## src/design/assert_macros.svh

```systemverilog
// Assertion macros shared by the scheduler RTL.
// Each macro expects signals named clk and rst_n in the including scope.
`ifndef ASSERT_MACROS_SVH
`define ASSERT_MACROS_SVH

// Same-cycle implication, checked outside reset.
`define PPS_ASSERT_IMP(lbl, ante, cons, msg) \
  lbl: assert property (@(posedge clk) disable iff (!rst_n) (ante) |-> (cons)) \
    else $error(msg);

// Next-cycle implication, checked outside reset.
`define PPS_ASSERT_NXT(lbl, ante, cons, msg) \
  lbl: assert property (@(posedge clk) disable iff (!rst_n) (ante) |=> (cons)) \
    else $error(msg);

`endif

```

## src/design/pps_pkg.sv

```systemverilog
// Shared types for the preemptive priority scheduler: item payloads,
// controller commands and datapath status. No dependencies.
package pps_pkg;

  // Item kind codes
  localparam logic KIND_TICK    = 1'b0;
  localparam logic KIND_ARRIVAL = 1'b1;

  typedef struct packed {
    logic        kind;
    logic [7:0]  arrival_id;
    logic [7:0]  arrival_priority;
    logic [15:0] arrival_time;
  } in_item_t;

  typedef struct packed {
    logic        running_valid;
    logic [7:0]  running_id;
    logic [7:0]  running_priority;
    logic [15:0] running_time_left;
    logic [4:0]  queue_count;
    logic        overflow;
  } out_item_t;

  // Ready queue operation
  typedef enum logic [1:0] {
    QOP_NONE,
    QOP_ENQ,
    QOP_DEQ
  } qop_t;

  // Source of a queue insertion
  typedef enum logic [1:0] {
    ENQ_ARR,
    ENQ_RUN,
    ENQ_HOLD
  } enq_src_t;

  // Source of the running task registers
  typedef enum logic [1:0] {
    RUN_KEEP,
    RUN_ARR,
    RUN_HEAD
  } run_src_t;

  typedef struct packed {
    logic     arr_load;   // capture input item
    qop_t     q_op;
    enq_src_t enq_src;
    run_src_t run_src;
    logic     hold_load;  // park running task during a swap
    logic     run_set;
    logic     run_clr;
    logic     run_dec;    // decrement time of the selected running task
    logic     ovf_clr;
    logic     out_load;
  } ctl_cmd_t;

  typedef struct packed {
    logic run_valid;
    logic run_time_zero;
    logic q_empty;
    logic q_full;
    logic head_gt_run;
    logic arr_gt_run;
  } dp_stat_t;

endpackage

```

## src/design/pps_queue.sv

```systemverilog
// Ready queue: a row of cells kept sorted by descending priority.
// Insert finds its slot by a compare in every cell; remove shifts down. Uses pps_pkg.
module pps_queue #(
  parameter int QUEUE_DEPTH = 16,
  parameter int PRIO_BITS   = 8,
  parameter int TIME_BITS   = 16,
  localparam int CNT_W      = $clog2(QUEUE_DEPTH + 1)
) (
  input  logic                 clk,
  input  logic                 rst_n,
  input  pps_pkg::qop_t        op,
  input  logic [7:0]           enq_id,
  input  logic [PRIO_BITS-1:0] enq_prio,
  input  logic [TIME_BITS-1:0] enq_time,
  output logic [7:0]           head_id,
  output logic [PRIO_BITS-1:0] head_prio,
  output logic [TIME_BITS-1:0] head_time,
  output logic [CNT_W-1:0]     count,
  output logic                 full,
  output logic                 empty
);
  import pps_pkg::*;

  logic [7:0]           q_id_r   [QUEUE_DEPTH];
  logic [PRIO_BITS-1:0] q_prio_r [QUEUE_DEPTH];
  logic [TIME_BITS-1:0] q_time_r [QUEUE_DEPTH];
  logic [CNT_W-1:0]     count_r, count_nxt;
  logic [QUEUE_DEPTH-1:0] keep;   // cell holds an entry that stays ahead of the new one
  logic do_enq, do_deq;

  assign full   = (count_r == CNT_W'(QUEUE_DEPTH));
  assign empty  = (count_r == '0);
  assign do_enq = (op == QOP_ENQ) && !full;
  assign do_deq = (op == QOP_DEQ) && !empty;

  // Cells
  for (genvar i = 0; i < QUEUE_DEPTH; i++) begin : g_cell
    logic                 prev_keep;
    logic [7:0]           prev_id, next_id;
    logic [PRIO_BITS-1:0] prev_prio, next_prio;
    logic [TIME_BITS-1:0] prev_time, next_time;

    assign keep[i] = (CNT_W'(i) < count_r) && (q_prio_r[i] >= enq_prio);

    if (i == 0) begin : g_first
      assign prev_keep = 1'b1;
      assign prev_id   = enq_id;
      assign prev_prio = enq_prio;
      assign prev_time = enq_time;
    end else begin : g_mid
      assign prev_keep = keep[i-1];
      assign prev_id   = q_id_r[i-1];
      assign prev_prio = q_prio_r[i-1];
      assign prev_time = q_time_r[i-1];
    end

    if (i == QUEUE_DEPTH - 1) begin : g_last
      assign next_id   = q_id_r[i];
      assign next_prio = q_prio_r[i];
      assign next_time = q_time_r[i];
    end else begin : g_inner
      assign next_id   = q_id_r[i+1];
      assign next_prio = q_prio_r[i+1];
      assign next_time = q_time_r[i+1];
    end

    // insertion: slot of the new entry takes it, cells behind shift up
    always_ff @(posedge clk) begin
      if (do_enq && !keep[i]) begin
        q_id_r[i]   <= prev_keep ? enq_id   : prev_id;
        q_prio_r[i] <= prev_keep ? enq_prio : prev_prio;
        q_time_r[i] <= prev_keep ? enq_time : prev_time;
      end else if (do_deq) begin
        q_id_r[i]   <= next_id;
        q_prio_r[i] <= next_prio;
        q_time_r[i] <= next_time;
      end
    end
  end

  // Fill count
  always_comb begin
    count_nxt = count_r;
    if (do_enq) begin
      count_nxt = count_r + 1'b1;
    end else if (do_deq) begin
      count_nxt = count_r - 1'b1;
    end
  end

  always_ff @(posedge clk) begin
    if (!rst_n) begin
      count_r <= '0;
    end else begin
      count_r <= count_nxt;
    end
  end

  assign count     = count_r;
  assign head_id   = q_id_r[0];
  assign head_prio = q_prio_r[0];
  assign head_time = q_time_r[0];

endmodule

```

## src/design/pps_datapath.sv

```systemverilog
// Scheduler datapath: captured item, running task, swap holding register,
// ready queue and result register. Uses pps_pkg and pps_queue.
module pps_datapath #(
  parameter int QUEUE_DEPTH = 16,
  parameter int PRIO_BITS   = 8,
  parameter int TIME_BITS   = 16
) (
  input  logic               clk,
  input  logic               rst_n,
  input  pps_pkg::in_item_t  in_item,
  input  pps_pkg::ctl_cmd_t  cmd,
  output pps_pkg::dp_stat_t  stat,
  output pps_pkg::out_item_t out_item
);
  import pps_pkg::*;

  localparam int CNT_W = $clog2(QUEUE_DEPTH + 1);

  // Field width adaptation
  logic [PRIO_BITS+7:0]  arr_prio_ext;
  logic [TIME_BITS+15:0] arr_time_ext;
  logic [PRIO_BITS+7:0]  out_prio_ext;
  logic [TIME_BITS+15:0] out_time_ext;
  logic [CNT_W+4:0]      out_cnt_ext;

  logic [7:0]           arr_id_r;
  logic [PRIO_BITS-1:0] arr_prio_r;
  logic [TIME_BITS-1:0] arr_time_r;

  logic                 run_valid_r;
  logic [7:0]           run_id_r;
  logic [PRIO_BITS-1:0] run_prio_r;
  logic [TIME_BITS-1:0] run_time_r;

  logic [7:0]           hold_id_r;
  logic [PRIO_BITS-1:0] hold_prio_r;
  logic [TIME_BITS-1:0] hold_time_r;

  logic                 ovf_r;
  out_item_t            out_r;

  logic [7:0]           enq_id;
  logic [PRIO_BITS-1:0] enq_prio;
  logic [TIME_BITS-1:0] enq_time;

  logic [7:0]           src_id;
  logic [PRIO_BITS-1:0] src_prio;
  logic [TIME_BITS-1:0] src_time;
  logic [TIME_BITS-1:0] run_time_nxt;

  logic [7:0]           head_id;
  logic [PRIO_BITS-1:0] head_prio;
  logic [TIME_BITS-1:0] head_time;
  logic [CNT_W-1:0]     q_count;
  logic                 q_full, q_empty;

  assign arr_prio_ext = {{PRIO_BITS{1'b0}}, in_item.arrival_priority};
  assign arr_time_ext = {{TIME_BITS{1'b0}}, in_item.arrival_time};

  // Captured arrival
  always_ff @(posedge clk) begin
    if (cmd.arr_load) begin
      arr_id_r   <= in_item.arrival_id;
      arr_prio_r <= arr_prio_ext[PRIO_BITS-1:0];
      arr_time_r <= arr_time_ext[TIME_BITS-1:0];
    end
  end

  // Insertion source
  always_comb begin
    case (cmd.enq_src)
      ENQ_RUN: begin
        enq_id = run_id_r;  enq_prio = run_prio_r;  enq_time = run_time_r;
      end
      ENQ_HOLD: begin
        enq_id = hold_id_r; enq_prio = hold_prio_r; enq_time = hold_time_r;
      end
      default: begin
        enq_id = arr_id_r;  enq_prio = arr_prio_r;  enq_time = arr_time_r;
      end
    endcase
  end

  pps_queue #(
    .QUEUE_DEPTH (QUEUE_DEPTH),
    .PRIO_BITS   (PRIO_BITS),
    .TIME_BITS   (TIME_BITS)
  ) u_queue (
    .clk       (clk),
    .rst_n     (rst_n),
    .op        (cmd.q_op),
    .enq_id    (enq_id),
    .enq_prio  (enq_prio),
    .enq_time  (enq_time),
    .head_id   (head_id),
    .head_prio (head_prio),
    .head_time (head_time),
    .count     (q_count),
    .full      (q_full),
    .empty     (q_empty)
  );

  // Running task source and tick decrement
  always_comb begin
    case (cmd.run_src)
      RUN_ARR: begin
        src_id = arr_id_r;  src_prio = arr_prio_r;  src_time = arr_time_r;
      end
      RUN_HEAD: begin
        src_id = head_id;   src_prio = head_prio;   src_time = head_time;
      end
      default: begin
        src_id = run_id_r;  src_prio = run_prio_r;  src_time = run_time_r;
      end
    endcase
    run_time_nxt = (cmd.run_dec && (src_time != '0)) ? src_time - 1'b1 : src_time;
  end

  always_ff @(posedge clk) begin
    run_id_r   <= src_id;
    run_prio_r <= src_prio;
    run_time_r <= run_time_nxt;
    if (cmd.hold_load) begin
      hold_id_r   <= run_id_r;
      hold_prio_r <= run_prio_r;
      hold_time_r <= run_time_r;
    end
  end

  // Running flag and overflow flag
  always_ff @(posedge clk) begin
    if (!rst_n) begin
      run_valid_r <= 1'b0;
      ovf_r       <= 1'b0;
    end else begin
      if (cmd.run_set) begin
        run_valid_r <= 1'b1;
      end else if (cmd.run_clr) begin
        run_valid_r <= 1'b0;
      end
      if (cmd.ovf_clr) begin
        ovf_r <= 1'b0;
      end else if ((cmd.q_op == QOP_ENQ) && q_full) begin
        ovf_r <= 1'b1;
      end
    end
  end

  // Result register
  assign out_prio_ext = {8'b0, run_prio_r};
  assign out_time_ext = {16'b0, run_time_r};
  assign out_cnt_ext  = {5'b0, q_count};

  always_ff @(posedge clk) begin
    if (cmd.out_load) begin
      out_r.running_valid     <= run_valid_r;
      out_r.running_id        <= run_valid_r ? run_id_r : 8'd0;
      out_r.running_priority  <= run_valid_r ? out_prio_ext[7:0] : 8'd0;
      out_r.running_time_left <= run_valid_r ? out_time_ext[15:0] : 16'd0;
      out_r.queue_count       <= out_cnt_ext[4:0];
      out_r.overflow          <= ovf_r;
    end
  end

  assign out_item = out_r;

  // Status to the controller
  assign stat.run_valid     = run_valid_r;
  assign stat.run_time_zero = (run_time_r == '0);
  assign stat.q_empty       = q_empty;
  assign stat.q_full        = q_full;
  assign stat.head_gt_run   = (head_prio > run_prio_r);
  assign stat.arr_gt_run    = (arr_prio_r > run_prio_r);

endmodule

```

## src/design/pps_ctrl.sv

```systemverilog
// Scheduler controller: sequences arrival and tick steps as datapath commands
// and owns both handshakes. Uses pps_pkg.
module pps_ctrl (
  input  logic              clk,
  input  logic              rst_n,
  input  logic              in_valid,
  input  logic              in_kind,
  output logic              in_stall,
  output logic              out_valid,
  input  logic              out_stall,
  input  pps_pkg::dp_stat_t stat,
  output pps_pkg::ctl_cmd_t cmd
);
  import pps_pkg::*;

  typedef enum logic [2:0] {
    S_IDLE,
    S_ARR,
    S_SWAP,
    S_PUT,
    S_TAKE,
    S_DONE
  } state_t;

  state_t state_r, state_nxt;
  logic   out_valid_r, out_valid_nxt;

  // Next state and commands
  always_comb begin
    state_nxt   = state_r;
    cmd         = '0;
    cmd.q_op    = QOP_NONE;
    cmd.enq_src = ENQ_ARR;
    cmd.run_src = RUN_KEEP;
    case (state_r)
      S_IDLE: begin
        if (in_valid) begin
          cmd.arr_load = 1'b1;
          cmd.ovf_clr  = 1'b1;
          state_nxt    = (in_kind == KIND_ARRIVAL) ? S_ARR : S_SWAP;
        end
      end
      S_ARR: begin
        if (!stat.run_valid) begin
          cmd.run_src = RUN_ARR;
          cmd.run_set = 1'b1;
        end else if (stat.arr_gt_run && !stat.run_time_zero) begin
          // preempt: running task goes back into the queue
          cmd.q_op    = QOP_ENQ;
          cmd.enq_src = ENQ_RUN;
          cmd.run_src = RUN_ARR;
        end else begin
          cmd.q_op    = QOP_ENQ;
          cmd.enq_src = ENQ_ARR;
        end
        state_nxt = S_DONE;
      end
      S_SWAP: begin
        if (stat.run_valid && !stat.run_time_zero && !stat.q_empty && stat.head_gt_run) begin
          cmd.q_op      = QOP_DEQ;
          cmd.run_src   = RUN_HEAD;
          cmd.hold_load = 1'b1;
          state_nxt     = S_PUT;
        end else begin
          state_nxt = S_TAKE;
        end
      end
      S_PUT: begin
        cmd.q_op    = QOP_ENQ;
        cmd.enq_src = ENQ_HOLD;
        state_nxt   = S_TAKE;
      end
      S_TAKE: begin
        if (!stat.run_valid || stat.run_time_zero) begin
          if (!stat.q_empty) begin
            cmd.q_op    = QOP_DEQ;
            cmd.run_src = RUN_HEAD;
            cmd.run_set = 1'b1;
          end else begin
            cmd.run_clr = 1'b1;
          end
        end
        cmd.run_dec = 1'b1;
        state_nxt   = S_DONE;
      end
      S_DONE: begin
        if (!out_valid_r || !out_stall) begin
          cmd.out_load = 1'b1;
          state_nxt    = S_IDLE;
        end
      end
      default: begin
        state_nxt = S_IDLE;
      end
    endcase
  end

  // Result register holds until taken
  always_comb begin
    out_valid_nxt = out_valid_r && out_stall;
    if (cmd.out_load) begin
      out_valid_nxt = 1'b1;
    end
  end

  always_ff @(posedge clk) begin
    if (!rst_n) begin
      state_r     <= S_IDLE;
      out_valid_r <= 1'b0;
    end else begin
      state_r     <= state_nxt;
      out_valid_r <= out_valid_nxt;
    end
  end

  assign in_stall  = (state_r != S_IDLE);
  assign out_valid = out_valid_r;

endmodule

```

## src/design/preemptive_priority_scheduler_core.sv

```systemverilog
// Preemptive priority scheduler, top level: controller plus datapath.
// Uses pps_pkg, pps_ctrl, pps_datapath and assert_macros.svh.
//
//   Channel | Direction | Handshake          | Payload
//   in      | input     | in_valid/in_stall  | pps_pkg::in_item_t  (tick or arrival)
//   out     | output    | out_valid/out_stall| pps_pkg::out_item_t (running task)
//
// One item at a time. An arrival passes S_ARR; a tick S_SWAP, then S_PUT when
// the queue head displaces the running task, then S_TAKE (one queue insert or
// remove per cycle). S_DONE loads the result; the next item is taken next cycle.
// Reset (rst_n low, synchronous) empties the queue and stops the running task.
// A result waits in the output register; the next item is accepted
// meanwhile, and its own result waits until the register is taken.
`include "assert_macros.svh"

module preemptive_priority_scheduler_core #(
  parameter int QUEUE_DEPTH = 16,
  parameter int PRIO_BITS   = 8,
  parameter int TIME_BITS   = 16
) (
  input  logic               clk,
  input  logic               rst_n,
  input  logic               in_valid,
  output logic               in_stall,
  input  pps_pkg::in_item_t  in_item,
  output logic               out_valid,
  input  logic               out_stall,
  output pps_pkg::out_item_t out_item
);
  import pps_pkg::*;

  ctl_cmd_t cmd;
  dp_stat_t stat;

  pps_ctrl u_ctrl (
    .clk       (clk),
    .rst_n     (rst_n),
    .in_valid  (in_valid),
    .in_kind   (in_item.kind),
    .in_stall  (in_stall),
    .out_valid (out_valid),
    .out_stall (out_stall),
    .stat      (stat),
    .cmd       (cmd)
  );

  pps_datapath #(
    .QUEUE_DEPTH (QUEUE_DEPTH),
    .PRIO_BITS   (PRIO_BITS),
    .TIME_BITS   (TIME_BITS)
  ) u_dp (
    .clk      (clk),
    .rst_n    (rst_n),
    .in_item  (in_item),
    .cmd      (cmd),
    .stat     (stat),
    .out_item (out_item)
  );

  // Checks
  `PPS_ASSERT_IMP(a_deq_nonempty, cmd.q_op == QOP_DEQ, !stat.q_empty, "remove from empty queue")
  `PPS_ASSERT_NXT(a_swap_put_back, cmd.hold_load, (cmd.q_op == QOP_ENQ) && !stat.q_full, "swap put-back lost")
  `PPS_ASSERT_IMP(a_out_free, cmd.out_load, !out_valid || !out_stall, "result overwritten")

endmodule
```

## config.mk

```make
export PLATFORM = sky130hd
export DESIGN_NAME = preemptive_priority_scheduler_core
export DESIGN_NICKNAME = d
export VERILOG_FILES = /design/src/design/pps_pkg.sv /design/src/design/pps_queue.sv /design/src/design/pps_datapath.sv /design/src/design/pps_ctrl.sv /design/src/design/preemptive_priority_scheduler_core.sv
export VERILOG_INCLUDE_DIRS = /design/src /design/src/design
export SDC_FILE = /design/constraint.sdc
export NUM_CORES = 2
export LEC_CHECK = 0
export ABC_AREA = 1
export BUFFER_PORTS_ARGS = -buffer_cell sky130_fd_sc_hd__clkbuf_2
export CAP_MARGIN = 15
export CORE_MARGIN = 2
export CORE_UTILIZATION = 55
export DETAILED_ROUTE_END_ITERATION = 8
export PLACE_DENSITY = 0.71
export SLEW_MARGIN = 20
export SYNTH_ARGS = -nofsm -noshare
export SYNTH_HDL_FRONTEND = slang
export SYNTH_SLANG_ARGS = --single-unit
```

## constraint.sdc

```tcl
create_clock -name clk -period 6.9 [get_ports clk]
set_clock_uncertainty 0.05 [all_clocks]
set_input_delay 0.345 -clock clk [delete_from_list [all_inputs] [get_ports clk]]
set_output_delay 0.345 -clock clk [all_outputs]
set_load 0.01 [all_outputs]
```

# Yosys cells after proc, flatten, opt, wreduce, memory -nomap -nowiden
# Memories as Yosys holds them, arrays and structs flattened.
# Cells that the tools add are included.
# W data, S select, Z words.
dict set report word_totals {
  regBits 146
  mem_bits_rw 512
  in_bits 37
  output_inout_bits 41
  word_cells 396
  memories 3
}
# memory depth width rd rd_clocked_by_memory_dff write_ports line_no
set memory_table {}
lappend memory_table {u_dp.u_queue.q_time_r 16 16 16 0 16 pps_queue.sv:26} ;# logic [TIME_BITS-1:0] q_time_r [QUEUE_DEPTH];
lappend memory_table {u_dp.u_queue.q_id_r 16 8 16 0 16 pps_queue.sv:24} ;# logic [7:0] q_id_r [QUEUE_DEPTH];
lappend memory_table {u_dp.u_queue.q_prio_r 16 8 16 0 16 pps_queue.sv:25} ;# logic [PRIO_BITS-1:0] q_prio_r [QUEUE_DEPTH];
dict set report classes {
  add_sub_neg 3
  n_lt_le_gt_ge 34
  eq_ne 14
  muxes 197
  bitwise_logic 49
  reduce_logical 76
}
# op count
set op_table {}
lappend op_table {{$mux W16} 32}
lappend op_table {{$mux W8} 62}
lappend op_table {{$ge A8 B8 Y1} 16}
lappend op_table {{$mux W1} 78}
lappend op_table {{$pmux W16 S2} 2}
lappend op_table {{$pmux W8 S2} 4}
lappend op_table {{$or A1 B1 Y1} 48}
lappend op_table {{$logic_and A1 B1 Y1} 41}
lappend op_table {{$lt A4 B5 Y1 const A} 8}
lappend op_table {{$logic_not A1 Y1} 22}
lappend op_table {{$lt A3 B5 Y1 const A} 4}
lappend op_table {{$gt A8 B8 Y1} 2}
lappend op_table {{$logic_not A16 Y1} 1}
lappend op_table {{$reduce_bool A16 Y1} 1}
lappend op_table {{$sub A16 B1 Y16 const B} 1}
lappend op_table {{$pmux W3 S5} 1}
lappend op_table {{$mux W2} 7}
lappend op_table {{$mux W3} 4}
lappend op_table {{$lt A1 B5 Y1 const A} 2}
lappend op_table {{$lt A2 B5 Y1 const A} 2}
lappend op_table {{$mux W5} 2}
lappend op_table {{$pmux W2 S4} 1}
lappend op_table {{$eq A2 B1 Y1 const B} 3}
lappend op_table {{$eq A2 B2 Y1 const B} 3}
lappend op_table {{other kinds (20)} 26}

# Logic depth before layout (Yosys ltp)
dict set report logic_depth {
  ltp_word 15
  ltp_mapped 29
}

# By module
# A second synthesis with hierarchy kept.
dict set report hier_totals {
  cells_unflattened 4996
  hier_area_um2 39201.3
}
# mod n_inst cells_each area_per_inst_um2 seq_area_each_um2
set by_module_without_submodules {}
lappend by_module_without_submodules {pps_queue 1 4207 32074.5 15474.8}
lappend by_module_without_submodules {pps_datapath 1 725 6757.7 3933.8}
lappend by_module_without_submodules {pps_ctrl 1 64 369.1 80.1}

# Least setup slack after synthesis
# Ideal clock, no wire load.
dict set report synth_timing {
  kind {register -> register}
  startpoint {register u_dp.run_prio_r[7]}
  endpoint {memory u_dp.u_queue.q_id_r[15][0], in the netlist u_dp.u_queue.q_id_r[1][56], enable pin}
  setup_ps 432
  t_arrival_ps 5136
  required_time_ps 6418
  slack_ps 1282
  path_stages_with_launch 21
  path_cell_list {edfxtp_1 > inv_1 > ha_1 > nand2_1 > inv_1 > nand3_1 > o311a_1 > nand2_1 > nor2_1 > ha_1 > inv_2 > buf_2 > buf_2 > o21ai_1 > clkbuf_1 > ha_1 > a21oi_1 > o21ai_0 > nand2_1 > o2111ai_1 > a21oi_1}
}
# element line_no
set synth_rtl {}
lappend synth_rtl {{start: declaration} pps_datapath.sv:32} ;# logic [PRIO_BITS-1:0] run_prio_r;
lappend synth_rtl {{start signal: assignment} pps_datapath.sv:121} ;# run_prio_r <= src_prio;
lappend synth_rtl {{end: declaration} pps_queue.sv:24}

# Final worst setup path
dict set report layout_timing {
  startpoint {register u_dp.u_queue.count_r[1], in the netlist u_dp.u_queue.count[1]}
  endpoint {register u_dp.run_time_r[14]}
}
dict set report layout_between {
  elab_chain_len 11
  word_cells_on_any_way 15
}
# element line_no
set layout_lines {}
lappend layout_lines {{start: declaration} pps_queue.sv:27} ;# logic [CNT_W-1:0] count_r, count_nxt;
lappend layout_lines {{start signal: assignment} pps_queue.sv:95} ;# count_r <= count_nxt;
lappend layout_lines {{$logic_not A5 Y1 (*)} pps_queue.sv:32} ;# assign empty = (count_r == '0);
lappend layout_lines {{$logic_not A1 Y1} pps_ctrl.sv:59} ;# if (stat.run_valid && !stat.run_time_zero && !stat.q_empty && stat.head_gt_run) begin
lappend layout_lines {{$logic_and A1 B1 Y1 (2 in series)} pps_ctrl.sv:59}
lappend layout_lines {{$mux W3} pps_ctrl.sv:59}
lappend layout_lines {{$pmux W2 S3 (*)} pps_ctrl.sv:35} ;# case (state_r)
lappend layout_lines {{$eq A2 B2 Y1 or $eq A2 B1 Y1 (tied branches)} pps_datapath.sv:105} ;# case (cmd.run_src)
lappend layout_lines {{$pmux W16 S2 (*)} pps_datapath.sv:105}
lappend layout_lines {{parallel branches: the longest is 2 deep, another holds $sub A16 B1 Y16} n/a}
lappend layout_lines {{$mux W16 (*)} pps_datapath.sv:116} ;# run_time_nxt = (cmd.run_dec && (src_time != '0)) ? src_time - 1'b1 : src_time;
lappend layout_lines {{via u_dp.run_time_nxt[14]} pps_datapath.sv:49} ;# logic [TIME_BITS-1:0] run_time_nxt;
lappend layout_lines {{end signal: assignment} pps_datapath.sv:122} ;# run_time_r <= run_time_nxt;
lappend layout_lines {{end: declaration} pps_datapath.sv:33} ;# logic [TIME_BITS-1:0] run_time_r;
# Mark *: on every way through the listed nets, which the timed path passes.
# A chain may end at the register's enable or synchronous reset.

==> reports/results.ini <==
[floorplanning]
coreArea_um2=65900
die-area_um2=68700
num_rows=94
start_util_pct=55.7
io_pins=78
die_h_um=262
fp.dieW_um=262

[worst_setup_path]
cpPeakStageDelay_ps=770
crit_path_frequent_cell=nand2_1
required_ps=7350
end_kind=flip-flop
crit_type=flip-flop to flip-flop
critPathBufInv=4
crit_chain=inv_1, ha_1, nand2_1, nor2_2, nand2_2, nand2_1, nor2_4, nand3_4, nand2_8, inv_16, ha_1, inv_4, nand2_1, o21ai_1, inv_1, ha_1, nand3_1, nor2_1, nand3_1, nand2_1, nand2_1, nand2_1, nand2_1
arrival_ps=5840
cp_max_fo=72
worst_setup_path_start_kind=flip-flop
slowest_stage=ha_1
crit_family=simple AND/OR/NAND/NOR gates

[yosys]
async_reset_ff_share_pct=0
yosysUniqueCellTypes=42
netlist_area_um2=36700
syn_inst=4412
ys_ff_latch=658
synth_warnings=0
syn_nets=4602
syn_avg_cell_area_um2=8.31
yosys_most_used_dff=edfxtp_1
synth_edf_count=631
yosysSeqAreaShare_pct=53.2

[sta]
maxSlewHeadroom_pct=32.5
maxSlewViolCount=0
hold_ws_ps=63.9
fmax_ghz=0.186
tightest_slew_ps=1010
rsz0062_at_grt=false
hold_viol_final=0
finalSetupViolations=0
final.period_utilization_pct=78.0
final.setup.tns_ps=0
fin_crit_ps=5380

[pwr]
ir_worst_vdd_v=0.000289
p_per_area_nw_per_um2=440
p_leak_nw=18.2

[route]
routed-wl-met2_um=39100
num_vias=28600
drt-initial-drc-count=2968
postRouteAntennaNets=0
routed_wl_um=85400
highest_layer=met4
drt_pre_antenna_iters=5
wl_met1_um=39000
met3WireLength_um=5270
via_per_inst=5.38
wl_per_cell_um=16.1
drc=0

[cells_and_area]
final_util_pct=61.3
mostFrequentLayoutCell=nand2_1
final_nets=4590
most-common-layout-cells=nand2_1 (2,165), edfxtp_1 (631), o21ai_0 (525)
final_layout_size_suffix_gt1_share_pct=6.92
synthToLayoutAreaGrowth_pct=10.1
n_fill_cell=5807
n_antenna_cell=0

[grt]
grt_pass1_wl_um=142000
antenna_found_initial=0
first_global_vias=27300
grt_overflow=0
grt_util_all_layers_pct=24.8
grt_max_degree=248

[min_path]
hp-class=input port to flip-flop

[job]
max_cap_violations=0

[cts]
cts.path.max_buffers=3
htreeDepth=3
path_clk_slew_ps=60
clock-sinks=658
insertion_delay_ps=610
cts_tree=done
cts_made_buffers=74
root_buffer=clkbuf_16

[place]
port_buffers=77
dp_hpwl_um=57000
gp_congestion=0.866

[outcome]
outcome=finished clean

cells by family after synthesis:
kind of cell	count (synthesis)	share of synthesized area, %
AO/OA/AOI/OAI	733	10.7
XOR/XNOR	14	0.334
adder cells (fa/ha/maj)	153	5.22
buffers and inverters	505	5.84
flip-flops	658	53.2
AND/OR/NAND/NOR	2349	24.8
sequential cells by signal, summed over array words and instances, names as in the netlist, 16 cells and up:
| register | cells |
|---|---|
| u_dp.arr_time_r | 16 |
| u_dp.hold_time_r | 16 |
| u_dp.out_item | 39 |
| u_dp.run_time_r | 16 |
| u_dp.u_queue.q_id_r | 128 |
| u_dp.u_queue.q_prio_r | 128 |
| u_dp.u_queue.q_time_r | 256 |
cell usage after synthesis, types with 27 or more instances:
| cell type | instances | area [um2] |
|---|---|---|
| nand2_1 | 2179 | 8180 |
| edfxtp_1 | 631 | 18900 |
| ha_1 | 153 | 1910 |
| nor2_1 | 56 | 210 |
| o21ai_0 | 526 | 2630 |
| nand3_1 | 62 | 310 |
| inv_1 | 233 | 875 |
| o211ai_1 | 37 | 278 |
| o21ai_1 | 43 | 215 |
| clkbuf_1 | 124 | 465 |
| dfxtp_1 | 27 | 541 |
| a21oi_1 | 82 | 410 |
| buf_2 | 116 | 581 |
worst min-delay path: stages:
cell,delay (ps)
clkbuf_2,100
or2_2,100
nand2_1,50
nand2_1,50
nor2_1,30
path summary, 6_finish.rpt:
| path | start | to | cells past startpoint | slack (ps) |
|---|---|---|---|---|
| worst max-delay path | u_dp.u_queue.count[1]$_SDFFE_PN0P_ | u_dp.run_time_r[14]$_DFF_P_ | 23 | 1520 |
| worst min-delay path | in_item[32] | u_ctrl.state_r[1]$_SDFFE_PN0P_ | 5 | 60 |
| worst max register to register | u_dp.u_queue.count[1]$_SDFFE_PN0P_ | u_dp.run_time_r[14]$_DFF_P_ | 23 | 1520 |
| worst min register to register | u_dp.ovf_r$_SDFFE_PP0P_ | u_dp.out_item[0]$_DFFE_PP_ | 0 | 400 |
metrics by stage:
stage	setup WS (ps)	cells	power (mW)	area [um2]
floorplan	1280	4412	11.9	36700
global placement	1600	5153	13.5	37500
detailed placement	1530	5153	13.7	37500
CTS	1530	5317	17.8	40300
global route	997	5318	19.2	40400
finish	1520	5318	17.8	40400
report_power, final:
group	internal [mW]	switching, mW
logic	2.12	4.86
registers	6.17	0.577
clock network	2.41	1.62
layout make-up:
cell class / count / area, um2 / area share (%)
clock inverters: 37 / 377 / 0.933
repair buffers: 174 / 1270 / 3.14
flip-flops and latches: 658 / 19500 / 48.3
multi-input cells: 3249 / 15100 / 37.5
well taps: 864 / 1080 / 2.68
inverters: 243 / 931 / 2.31
clock buffers: 93 / 2070 / 5.13
repair_timing:
action                                 in CTS  in global routing
buffers inserted                            0                  0
setup endpoints to repair                   0                  0
endpoints found under the hold margin      36                  0
gates resized for setup                     0                  0
hold buffers                               34                  0
per-layer routing:
| metal | GRT usage (%) | vias to the layer above |
|---|---|---|
| met5 | 0 | - |
| met4 | 7.85 | 0 |
| met3 | 3.11 | 134 |
| met2 | 39.8 | 946 |
| met1 | 35.2 | 13000 |
| li1 | - | 14500 |
Power figures use the tool's default switching activity.
